===== src/hdl/scanline_span_builder_defines.svh =====
// Assertion macros used by the span builder RTL.
// Each check is sampled on the rising edge of clk and held off while arst_n is low.
`ifndef SCANLINE_SPAN_BUILDER_DEFINES_SVH
`define SCANLINE_SPAN_BUILDER_DEFINES_SVH

`ifndef NO_ASSERTIONS
`define SSB_ASSERT(lbl, prop, msg) \
	lbl: assert property (@(posedge clk) disable iff (!arst_n) prop) else $error(msg);
`define SSB_NEVER(lbl, expr, msg) \
	lbl: assert property (@(posedge clk) disable iff (!arst_n) !(expr)) else $error(msg);
`else
`define SSB_ASSERT(lbl, prop, msg)
`define SSB_NEVER(lbl, expr, msg)
`endif

`endif


===== src/hdl/ssb_pkg.sv =====
package ssb_pkg;

	typedef struct packed {
		logic ins;
		logic shift;
	} ssb_chain_ctl_t;

	typedef struct packed {
		logic step;
		logic flush_open;
		logic flush_last;
	} ssb_merge_ctl_t;

endpackage


===== src/hdl/ssb_sort_cell.sv =====
module ssb_sort_cell
	import ssb_pkg::*;
#(
	parameter int COORD_BITS = 16
) (
	input  logic                         clk,
	input  logic                         arst_n,
	input  ssb_chain_ctl_t               ctl,
	input  logic signed [COORD_BITS-1:0] new_val,
	input  logic signed [COORD_BITS-1:0] left_val,
	input  logic                         left_valid,
	input  logic                         left_gt,
	input  logic signed [COORD_BITS-1:0] right_val,
	input  logic                         right_valid,
	output logic signed [COORD_BITS-1:0] val,
	output logic                         valid,
	output logic                         gt
);

	logic signed [COORD_BITS-1:0] val_q;
	logic                         valid_q;

	// An empty cell counts as larger than any coordinate.
	assign gt    = !valid_q || (val_q > new_val);
	assign val   = val_q;
	assign valid = valid_q;

	always_ff @(posedge clk or negedge arst_n) begin
		if (!arst_n) begin
			valid_q <= 1'b0;
		end else if (ctl.shift) begin
			valid_q <= right_valid;
		end else if (ctl.ins && gt) begin
			valid_q <= left_gt ? left_valid : 1'b1;
		end
	end

	always_ff @(posedge clk) begin
		if (ctl.shift) begin
			val_q <= right_val;
		end else if (ctl.ins && gt) begin
			val_q <= left_gt ? left_val : new_val;
		end
	end

endmodule


===== src/hdl/ssb_sort_chain.sv =====
module ssb_sort_chain
	import ssb_pkg::*;
#(
	parameter int MAX_PAIRS  = 32,
	parameter int COORD_BITS = 16
) (
	input  logic                         clk,
	input  logic                         arst_n,
	input  ssb_chain_ctl_t               ctl,
	input  logic signed [COORD_BITS-1:0] new_val,
	output logic signed [COORD_BITS-1:0] head_val
);

	logic signed [COORD_BITS-1:0] vals   [MAX_PAIRS];
	logic                         valids [MAX_PAIRS];
	logic                         gts    [MAX_PAIRS];

	for (genvar i = 0; i < MAX_PAIRS; i++) begin : g_cell
		logic signed [COORD_BITS-1:0] lv;
		logic                         lvalid;
		logic                         lgt;
		logic signed [COORD_BITS-1:0] rv;
		logic                         rvalid;

		if (i == 0) begin : g_first
			assign lv     = new_val;
			assign lvalid = 1'b0;
			assign lgt    = 1'b0;
		end else begin : g_inner_l
			assign lv     = vals[i-1];
			assign lvalid = valids[i-1];
			assign lgt    = gts[i-1];
		end

		if (i == MAX_PAIRS - 1) begin : g_last
			assign rv     = new_val;
			assign rvalid = 1'b0;
		end else begin : g_inner_r
			assign rv     = vals[i+1];
			assign rvalid = valids[i+1];
		end

		ssb_sort_cell #(
			.COORD_BITS(COORD_BITS)
		) u_cell (
			.clk        (clk),
			.arst_n     (arst_n),
			.ctl        (ctl),
			.new_val    (new_val),
			.left_val   (lv),
			.left_valid (lvalid),
			.left_gt    (lgt),
			.right_val  (rv),
			.right_valid(rvalid),
			.val        (vals[i]),
			.valid      (valids[i]),
			.gt         (gts[i])
		);
	end

	assign head_val = vals[0];

endmodule


===== src/hdl/ssb_merge.sv =====
module ssb_merge
	import ssb_pkg::*;
#(
	parameter int COORD_BITS = 16
) (
	input  logic                         clk,
	input  logic                         arst_n,
	input  ssb_merge_ctl_t               ctl,
	input  logic signed [COORD_BITS-1:0] enter_val,
	input  logic signed [COORD_BITS-1:0] exit_val,
	output logic                         result_valid,
	output logic signed [COORD_BITS-1:0] span_begin,
	output logic signed [COORD_BITS-1:0] span_end,
	output logic                         span_valid,
	output logic                         last_span
);

	logic                         open_q;
	logic                         pend_q;
	logic signed [COORD_BITS-1:0] cb_q;
	logic signed [COORD_BITS-1:0] ce_q;
	logic signed [COORD_BITS-1:0] pb_q;
	logic signed [COORD_BITS-1:0] pe_q;
	logic                         strobe_q;
	logic signed [COORD_BITS-1:0] ob_q;
	logic signed [COORD_BITS-1:0] oe_q;
	logic                         ov_q;
	logic                         ol_q;

	logic merge_in;
	logic close_span;

	assign merge_in   = ctl.step && open_q && (enter_val <= ce_q);
	assign close_span = open_q && ((ctl.step && !merge_in) || ctl.flush_open);

	// A closed span waits in the pending register until the next span closes or the last
	// flush, so that the final one can still be marked as last.
	always_ff @(posedge clk or negedge arst_n) begin
		if (!arst_n) begin
			open_q   <= 1'b0;
			pend_q   <= 1'b0;
			strobe_q <= 1'b0;
		end else begin
			strobe_q <= (close_span && pend_q) || ctl.flush_last;
			if (ctl.flush_last) begin
				pend_q <= 1'b0;
			end else if (close_span) begin
				pend_q <= 1'b1;
			end
			if (ctl.flush_open) begin
				open_q <= 1'b0;
			end else if (ctl.step && !merge_in) begin
				open_q <= (enter_val != exit_val);
			end
		end
	end

	always_ff @(posedge clk) begin
		if (merge_in) begin
			if (exit_val > ce_q) begin
				ce_q <= exit_val;
			end
		end else if (ctl.step) begin
			cb_q <= enter_val;
			ce_q <= exit_val;
		end
		if (close_span) begin
			pb_q <= cb_q;
			pe_q <= ce_q;
		end
		if (ctl.flush_last) begin
			ob_q <= pend_q ? pb_q : '0;
			oe_q <= pend_q ? pe_q : '0;
			ov_q <= pend_q;
			ol_q <= 1'b1;
		end else if (close_span) begin
			ob_q <= pb_q;
			oe_q <= pe_q;
			ov_q <= 1'b1;
			ol_q <= 1'b0;
		end
	end

	assign result_valid = strobe_q;
	assign span_begin   = ob_q;
	assign span_end     = oe_q;
	assign span_valid   = ov_q;
	assign last_span    = ol_q;

endmodule


===== src/hdl/scanline_span_builder.sv =====
// Channel   Transfer when          Fields
// input     start && !busy         enter_pos, exit_pos, last_pair
// result    result_valid           span_begin, span_end, span_valid, last_span
//
// Both sort chains insert an accepted pair in the cycle it is accepted; once they hold
// MAX_PAIRS pairs, further pairs are dropped. After a closing pair, busy stays high
// while the chains shift out one sorted pair per cycle into the merge unit, then while
// the flush states flush the open and pending spans. Reset clears the cell valid
// bits and all control state. Results cannot be stalled; each one is shown for one cycle.
`include "scanline_span_builder_defines.svh"

module scanline_span_builder
	import ssb_pkg::*;
#(
	parameter int MAX_PAIRS  = 32,
	parameter int COORD_BITS = 16
) (
	input  logic                         clk,
	input  logic                         arst_n,
	input  logic                         start,
	output logic                         busy,
	input  logic signed [COORD_BITS-1:0] enter_pos,
	input  logic signed [COORD_BITS-1:0] exit_pos,
	input  logic                         last_pair,
	output logic                         result_valid,
	output logic signed [COORD_BITS-1:0] span_begin,
	output logic signed [COORD_BITS-1:0] span_end,
	output logic                         span_valid,
	output logic                         last_span
);

	localparam int CW = $clog2(MAX_PAIRS + 1);
	localparam logic [CW-1:0] FULL = CW'(MAX_PAIRS);
	localparam logic [CW-1:0] ONE  = CW'(1);

	typedef enum logic [1:0] {
		ST_COLLECT,
		ST_DRAIN,
		ST_FLUSH_OPEN,
		ST_FLUSH_LAST
	} state_t;

	state_t         state_q;
	logic [CW-1:0]  count_q;
	logic [CW-1:0]  drain_q;
	logic           accept;
	logic           store;
	ssb_chain_ctl_t chain_ctl;
	ssb_merge_ctl_t merge_ctl;
	logic signed [COORD_BITS-1:0] enter_head;
	logic signed [COORD_BITS-1:0] exit_head;

	assign busy   = (state_q != ST_COLLECT);
	assign accept = start && !busy;
	assign store  = accept && (count_q != FULL);

	assign chain_ctl.ins   = store;
	assign chain_ctl.shift = (state_q == ST_DRAIN);

	assign merge_ctl.step       = (state_q == ST_DRAIN);
	assign merge_ctl.flush_open = (state_q == ST_FLUSH_OPEN);
	assign merge_ctl.flush_last = (state_q == ST_FLUSH_LAST);

	always_ff @(posedge clk or negedge arst_n) begin
		if (!arst_n) begin
			state_q <= ST_COLLECT;
			count_q <= '0;
			drain_q <= '0;
		end else begin
			unique case (state_q)
				ST_COLLECT: begin
					if (accept && last_pair) begin
						state_q <= ST_DRAIN;
						drain_q <= store ? count_q + ONE : count_q;
						count_q <= '0;
					end else if (store) begin
						count_q <= count_q + ONE;
					end
				end
				ST_DRAIN: begin
					drain_q <= drain_q - ONE;
					if (drain_q == ONE) begin
						state_q <= ST_FLUSH_OPEN;
					end
				end
				ST_FLUSH_OPEN: begin
					state_q <= ST_FLUSH_LAST;
				end
				ST_FLUSH_LAST: begin
					state_q <= ST_COLLECT;
				end
				default: begin
					state_q <= ST_COLLECT;
				end
			endcase
		end
	end

	ssb_sort_chain #(
		.MAX_PAIRS (MAX_PAIRS),
		.COORD_BITS(COORD_BITS)
	) u_enter_chain (
		.clk     (clk),
		.arst_n  (arst_n),
		.ctl     (chain_ctl),
		.new_val (enter_pos),
		.head_val(enter_head)
	);

	ssb_sort_chain #(
		.MAX_PAIRS (MAX_PAIRS),
		.COORD_BITS(COORD_BITS)
	) u_exit_chain (
		.clk     (clk),
		.arst_n  (arst_n),
		.ctl     (chain_ctl),
		.new_val (exit_pos),
		.head_val(exit_head)
	);

	ssb_merge #(
		.COORD_BITS(COORD_BITS)
	) u_merge (
		.clk         (clk),
		.arst_n      (arst_n),
		.ctl         (merge_ctl),
		.enter_val   (enter_head),
		.exit_val    (exit_head),
		.result_valid(result_valid),
		.span_begin  (span_begin),
		.span_end    (span_end),
		.span_valid  (span_valid),
		.last_span   (last_span)
	);

	`SSB_ASSERT(a_last_ends_line, result_valid && last_span |-> !busy, "last span while busy")
	`SSB_ASSERT(a_inner_while_busy, result_valid && !last_span |-> busy, "inner span while idle")
	`SSB_ASSERT(a_empty_is_last, result_valid && !span_valid |-> last_span, "empty result not last")
	`SSB_NEVER(a_drain_nonzero, state_q == ST_DRAIN && drain_q == '0, "drain count ran out")

endmodule

===== config.mk =====
export PLATFORM = sky130hd
export DESIGN_NAME = scanline_span_builder
export DESIGN_NICKNAME = d
export VERILOG_FILES = /design/src/hdl/ssb_pkg.sv /design/src/hdl/ssb_sort_cell.sv /design/src/hdl/ssb_sort_chain.sv /design/src/hdl/ssb_merge.sv /design/src/hdl/scanline_span_builder.sv
export VERILOG_INCLUDE_DIRS = /design/src /design/src/hdl
export SDC_FILE = /design/constraint.sdc
export NUM_CORES = 2
export LEC_CHECK = 0
export ABC_CLOCK_PERIOD_IN_PS = 16500
export BUFFER_PORTS_ARGS = -buffer_cell sky130_fd_sc_hd__buf_2
export CAP_MARGIN = 30
export CORE_MARGIN = 2
export CORE_UTILIZATION = 55
export CTS_BUF_LIST = sky130_fd_sc_hd__clkbuf_4 sky130_fd_sc_hd__clkbuf_8 sky130_fd_sc_hd__clkbuf_16
export DETAILED_ROUTE_END_ITERATION = 10
export PLACE_DENSITY = 0.77
export SYNTH_ARGS = -nofsm -noshare
export SYNTH_HDL_FRONTEND = slang
export SYNTH_HIERARCHICAL = 1
export SYNTH_SLANG_ARGS = --single-unit
export TNS_END_PERCENT = 5

===== constraint.sdc =====
create_clock -name clk -period 16.5 [get_ports clk]
set_clock_uncertainty 0.1 [all_clocks]
set_input_delay 0.825 -clock clk [delete_from_list [all_inputs] [get_ports clk]]
set_output_delay 0.825 -clock clk [all_outputs]
set_load 0.005 [all_outputs]

-- After elaboration in Yosys (flattened, before gate mapping)
Cells that the tools add are included.
- multiplexer cells: 401
- bitwise gates (word level): 1
- eq/ne operators: 9
- $lt $le $gt $ge: 66
- reduce and logical (&&, ||, !) cells: 278
- $add $sub $neg: 2
- operator list (operator ; count):
    2-to-1 mux 16 bit ; 199
    > comparator 16 bit ; 65
    2-to-1 mux 1 bit ; 195
    nonzero test 2 bit ; 69
    logical AND 1 bit ; 72
    logical NOT 1 bit ; 66
    logical OR 1 bit ; 66
    2-to-1 mux 6 bit ; 3
    <= comparator 16 bit ; 1
    inequality test 16 bit ; 1
    case mux 6 bit (2 select lines) ; 1
    case mux 2 bit (4 select lines) ; 1
    AND reduction 2 bit ; 4
    adder 6 x 1 -> 6 bit, second input constant ; 1
    equality test 6 x 1 -> 1 bit, second input constant ; 1
    inequality test 2 bit, second input constant ; 3
    inequality test 6 bit, second input constant ; 1
    subtractor 6 x 1 -> 6 bit, second input constant ; 1
    equality test 2 bit, second input constant ; 2
    2-to-1 mux 2 bit ; 2
    equality test 2 x 1 -> 1 bit, second input constant ; 1
    logical NOT 2 bit ; 1
    inverter 1 bit ; 1
- bits of input ports: 36
- register bits: 1203
- logic and storage cells: 899
- output and inout bits: 36

-- Longest topological paths before layout
- depth after elaboration: 9
- gate-level depth with buffers: 13
- mapped depth without buffers: 12

-- By module
The synthesis kept the hierarchy.
- by module, submodules not included (module ; sequential area each (µm²) ; cells each ; times used ; area each (µm²)):
    ssb_sort_cell at u_enter_chain.g_cell[0].u_cell ... ; 505.5 ; 138 ; 50 ; 1342.5
    ssb_sort_cell at u_exit_chain.g_cell[26].u_cell ... ; 505.5 ; 138 ; 14 ; 1323.8
    ssb_merge ; 3007.9 ; 279 ; 1 ; 4357.9
    scanline_span_builder ; 350.3 ; 114 ; 1 ; 1054.8
    ssb_sort_chain ; 0.0 ; 1 ; 2 ; 3.8

-- Worst setup path after synthesis
No wires, ideal clock.
- path type: input to register
- from: input start
- to: register u_exit_chain.g_cell[26].u_cell.val_q[0] (enable)
- path buffers: 0
- data arrival time: 5.351 ns
- stages on the path: 4
- path slack: 10.650 ns
- required time: 16.001 ns
- setup time: 0.399 ns
- cell sequence: nand2_1 -> a21oi_2 -> nor2_1 -> a31oi_1
- RTL lines (what ; RTL line ; source):
    start: declaration ; scanline_span_builder.sv:20 ; input logic start,
    end signal: assignment ; ssb_sort_cell.sv:40 ; val_q <= right_val;
    end signal: assignment ; ssb_sort_cell.sv:42 ; val_q <= left_gt ? left_val : new_val;
    end: declaration ; ssb_sort_cell.sv:20 ; logic signed [COORD_BITS-1:0] val_q;

==> results <==
- The final critical delay including setup and external delays is around 5.7 ns.
- Of the total power, combinational logic draws 11.7%.
- Counting the buffers created by CTS gives 136.
- The data arrival time at the worst-slack endpoint is between 6 and 7 ns.
- The number of pins exceeding their max-slew limit in the final report was 0.
- The overall via count from detail_route is 71095.
- In this run the count of I/O pins placed on the die edge is 72.
- The Yosys step of the flow raised 6 warnings.
- The category of the most critical setup path is reg -> reg.
- Once placement completed, the tool counted placed cells totaling 11225.
- The largest net degree at the start of global routing is 267.
- Setup violations remaining at the end of the flow were counted as 0.
- The hold-critical path depth is 2.
- The power density relative to cell area is 76.8 nW/um^2.
- The peak clock frequency supported by timing is 175 MHz.
- TritonCTS built the clock tree.
- The internal portion of total power is 5.59 mW.
- The share of power burned in registers is 45.5%.
- Leaving out filler cells and counting taps, the final layout contains 11476.
- The leakage power of the design is roughly 45 nW.
- On the final layout, the worst hold slack is 0.305 ns.
- For this configuration, the core starts out at a cell density of 55.3%.
- The post-route netlist has 8.66% of its cells at a drive strength greater than 1.
- The core footprint is 165000 um^2.
- The clock drives 1203 sinks.
- The endpoint required time on the critical path is 16.82 ns.
- After floorplanning, the core was divided into 149 placement rows.
- The type of origin of the critical path is a register.
- The via count of the first global-routing pass came to 71530.
- For the final routed database, the setup TNS stands at 0 ns.
- The first global-routing pass estimated around 380000 um of wire.
- The number of antenna violations at the first check in global routing is 0.
- The kind of path behind the tightest hold check is in -> reg.
- After detailed routing, the number of remaining DRC violations is 0.
- The post-CTS clock slew at the launch and capture registers of the worst setup and hold paths is 0.06 ns.
- Across every metal layer, demand over resource in global routing totals 27.3%.
- The final layout contains 10278 nets.
- Dividing the synthesized area by the synthesized cell count gives about 9.9 um^2.
- The buffer depth of the longest clock path is 3.
- Dividing the final minimum period by the clock period gives between 30% and 40%.
- The vertical die dimension is between 400 and 500 um.
- The wire length after detailed routing is 238000 um.
- The clock group share of total power is 42.9%.
- IR analysis of the VDD net gives a maximum drop of between 100 and 150 uV.
- After detailed routing, the number of vias per cell comes to 6.20.
- Relative to the synthesized area, the layout overhead comes to 6.93%.
- Post-CTS repair changed the size of 0 cells.
- The later-pin clock latency in the skew report is 0.80 ns.
- For the worst flop-to-flop path, the logic depth is 8.
- The final hold violation count is 0.
- Global routing finished with a remaining overflow of 0.
- Dividing the detail-routed wire length by the instance count gives 20.7 um.
- The final HPWL from detailed placement is 166000 um.
- The first detailed-routing pass took 8 iterations.
- Synthesis produced a netlist whose cell count is 9226.
- Along the worst path, the maximum fanout reaches 113.
- The relative slew slack is 28.3%.
- Of the total power, the share spent switching nets is roughly a quarter.
- The die outline width is between 400 and 500 um.
- Setup repair after global routing left no endpoint under its margin.
- For this design the total switching power over the nets is between 1.5 and 2 mW.
- The flow ran to the end, and the final reports show no timing, DRC or antenna violations.
- Port buffering added 71 buffers.
- The tool flagged a number of max-cap violations equal to 0.
- The number of routed nets with antenna violations is 0.
- The CTS root buffer is sky130_fd_sc_hd__clkbuf_16.
- The maximum level of the CTS H-tree is 4.
- The slew of the pin with the lowest slew margin is approximately 1.1 ns.
- The floorplan step defined a die boundary enclosing 169000 um^2.
- The summed instance area of the synthesized netlist is 91100 um^2.
- STA classifies the critical path endpoint as a register.
- At the end of routability-driven placement, the weighted congestion stood at around 0.88.
- The first routing iteration left 6945 violations.
-- flip-flops by register name, indices dropped and copies added (netlist names) --
signal and cells:
drain_q 6, u_exit_chain/g_cell.u_cell/valid 32, u_exit_chain/g_cell.u_cell/val 512, u_merge/open_q 1, u_merge/span_end 16, count_q 6
u_enter_chain/g_cell.u_cell/val 512, u_merge/ce_q 16, u_merge/cb_q 16, u_merge/pb_q 16, state_q 2, u_merge/span_valid 1
u_merge/span_begin 16, u_merge/last_span 1, u_merge/pend_q 1, u_merge/result_valid 1, u_enter_chain/g_cell.u_cell/valid 32, u_merge/pe_q 16
-- layer usage --
metal	vias to the layer above	track usage (%)	wire, um
met5	-	0	0
met4	0	10.0	7220
met3	580	3.86	17300
met2	2884	46.4	115000
met1	34557	35.4	98000
li1	33074	-	-
-- cells in the final DEF, fill, tap and decap left out, types with 73 or more instances in the layout --
master,n
sky130_fd_sc_hd__nand2b_1,100
sky130_fd_sc_hd__o21ai_0,1083
sky130_fd_sc_hd__a211oi_1,120
sky130_fd_sc_hd__nor2_1,73
sky130_fd_sc_hd__nor3_1,116
sky130_fd_sc_hd__nand4_1,112
sky130_fd_sc_hd__edfxtp_1,1121
sky130_fd_sc_hd__mux2i_1,1042
sky130_fd_sc_hd__buf_4,112
sky130_fd_sc_hd__o22ai_1,101
sky130_fd_sc_hd__clkbuf_16,139
sky130_fd_sc_hd__a21oi_1,332
sky130_fd_sc_hd__nand2_1,1337
sky130_fd_sc_hd__a21o_1,145
sky130_fd_sc_hd__dfrtp_1,81
sky130_fd_sc_hd__ha_1,1064
sky130_fd_sc_hd__inv_1,1197
-- critical path, stage by stage (launching register included) --
cell and delay [ns]:
sky130_fd_sc_hd__dfrtp_1 0.42, sky130_fd_sc_hd__inv_1 0.15, sky130_fd_sc_hd__ha_4 0.72, sky130_fd_sc_hd__buf_4 0.79
sky130_fd_sc_hd__buf_4 0.79, sky130_fd_sc_hd__buf_4 0.81, sky130_fd_sc_hd__buf_4 0.43, sky130_fd_sc_hd__buf_16 0.36
sky130_fd_sc_hd__a21o_1 0.56
-- repair_timing --
item                                    4_1_cts  5_1_grt
endpoints found under the setup margin        0        0
buffers inserted                              0        0
hold buffers                                  1        0
endpoints found under the hold margin        42        0
-- final cells by class --
type,count,area [um^2]
clock buffers,168,3730
multi-input cells,6438,48300
diodes,1,2.50
well taps,2189,2740
fillers,13298,67200
repair buffers,201,1470
inverters,1197,4490
clock inverters,79,895
flip-flops and latches,1203,35700
-- worst paths after layout --
| kind | slack [ns] | to | from |
|---|---|---|---|
| worst max-delay path | 10.77 | u_enter_chain/g_cell[26].u_cell/val[3]$_DFFE_PP_ | state_q[1]$_DFFE_PN0P_ |
| worst min-delay path | 0.30 | count_q[3]$_DFFE_PN0N_ | last_pair |
| worst max register to register | 10.77 | u_enter_chain/g_cell[26].u_cell/val[3]$_DFFE_PP_ | state_q[1]$_DFFE_PN0P_ |
| worst min register to register | 0.32 | u_merge/pb_q[10]$_DFFE_PP_ | u_merge/cb_q[10]$_DFFE_PP_ |
| max in group asynchronous | 14.39 | u_exit_chain/g_cell[30].u_cell/valid$_DFFE_PN0P_ | arst_n |
| min in group asynchronous | 0.48 | u_enter_chain/g_cell[0].u_cell/valid$_DFFE_PN0P_ | arst_n |
-- metrics by stage --
| step | util [%] | cell area [um^2] | worst slack [ns] | total power, mW |
|---|---|---|---|---|
| floorplan | - | 91100 | 10.65 | 4.03 |
| global placement | 56.2 | 92600 | 10.86 | 4.26 |
| detailed placement | 56.3 | 92700 | 10.67 | 4.31 |
| CTS | 59.1 | 97300 | 10.64 | 7.50 |
| global route | 59.2 | 97400 | 10.31 | 7.71 |
| finish | 59.2 | 97400 | 10.77 | 7.48 |
-- power by group through the flow --
stage	clock, mW	combinational (mW)	sequential (mW)
final	3.20	0.874	3.40
after detailed placement	0	0.851	3.46
after CTS	3.24	0.858	3.40
after global routing	3.35	0.956	3.40
after floorplan	0	0.572	3.46
after global placement	0	0.799	3.46
Note: power is estimated with default switching activity, not from simulation.
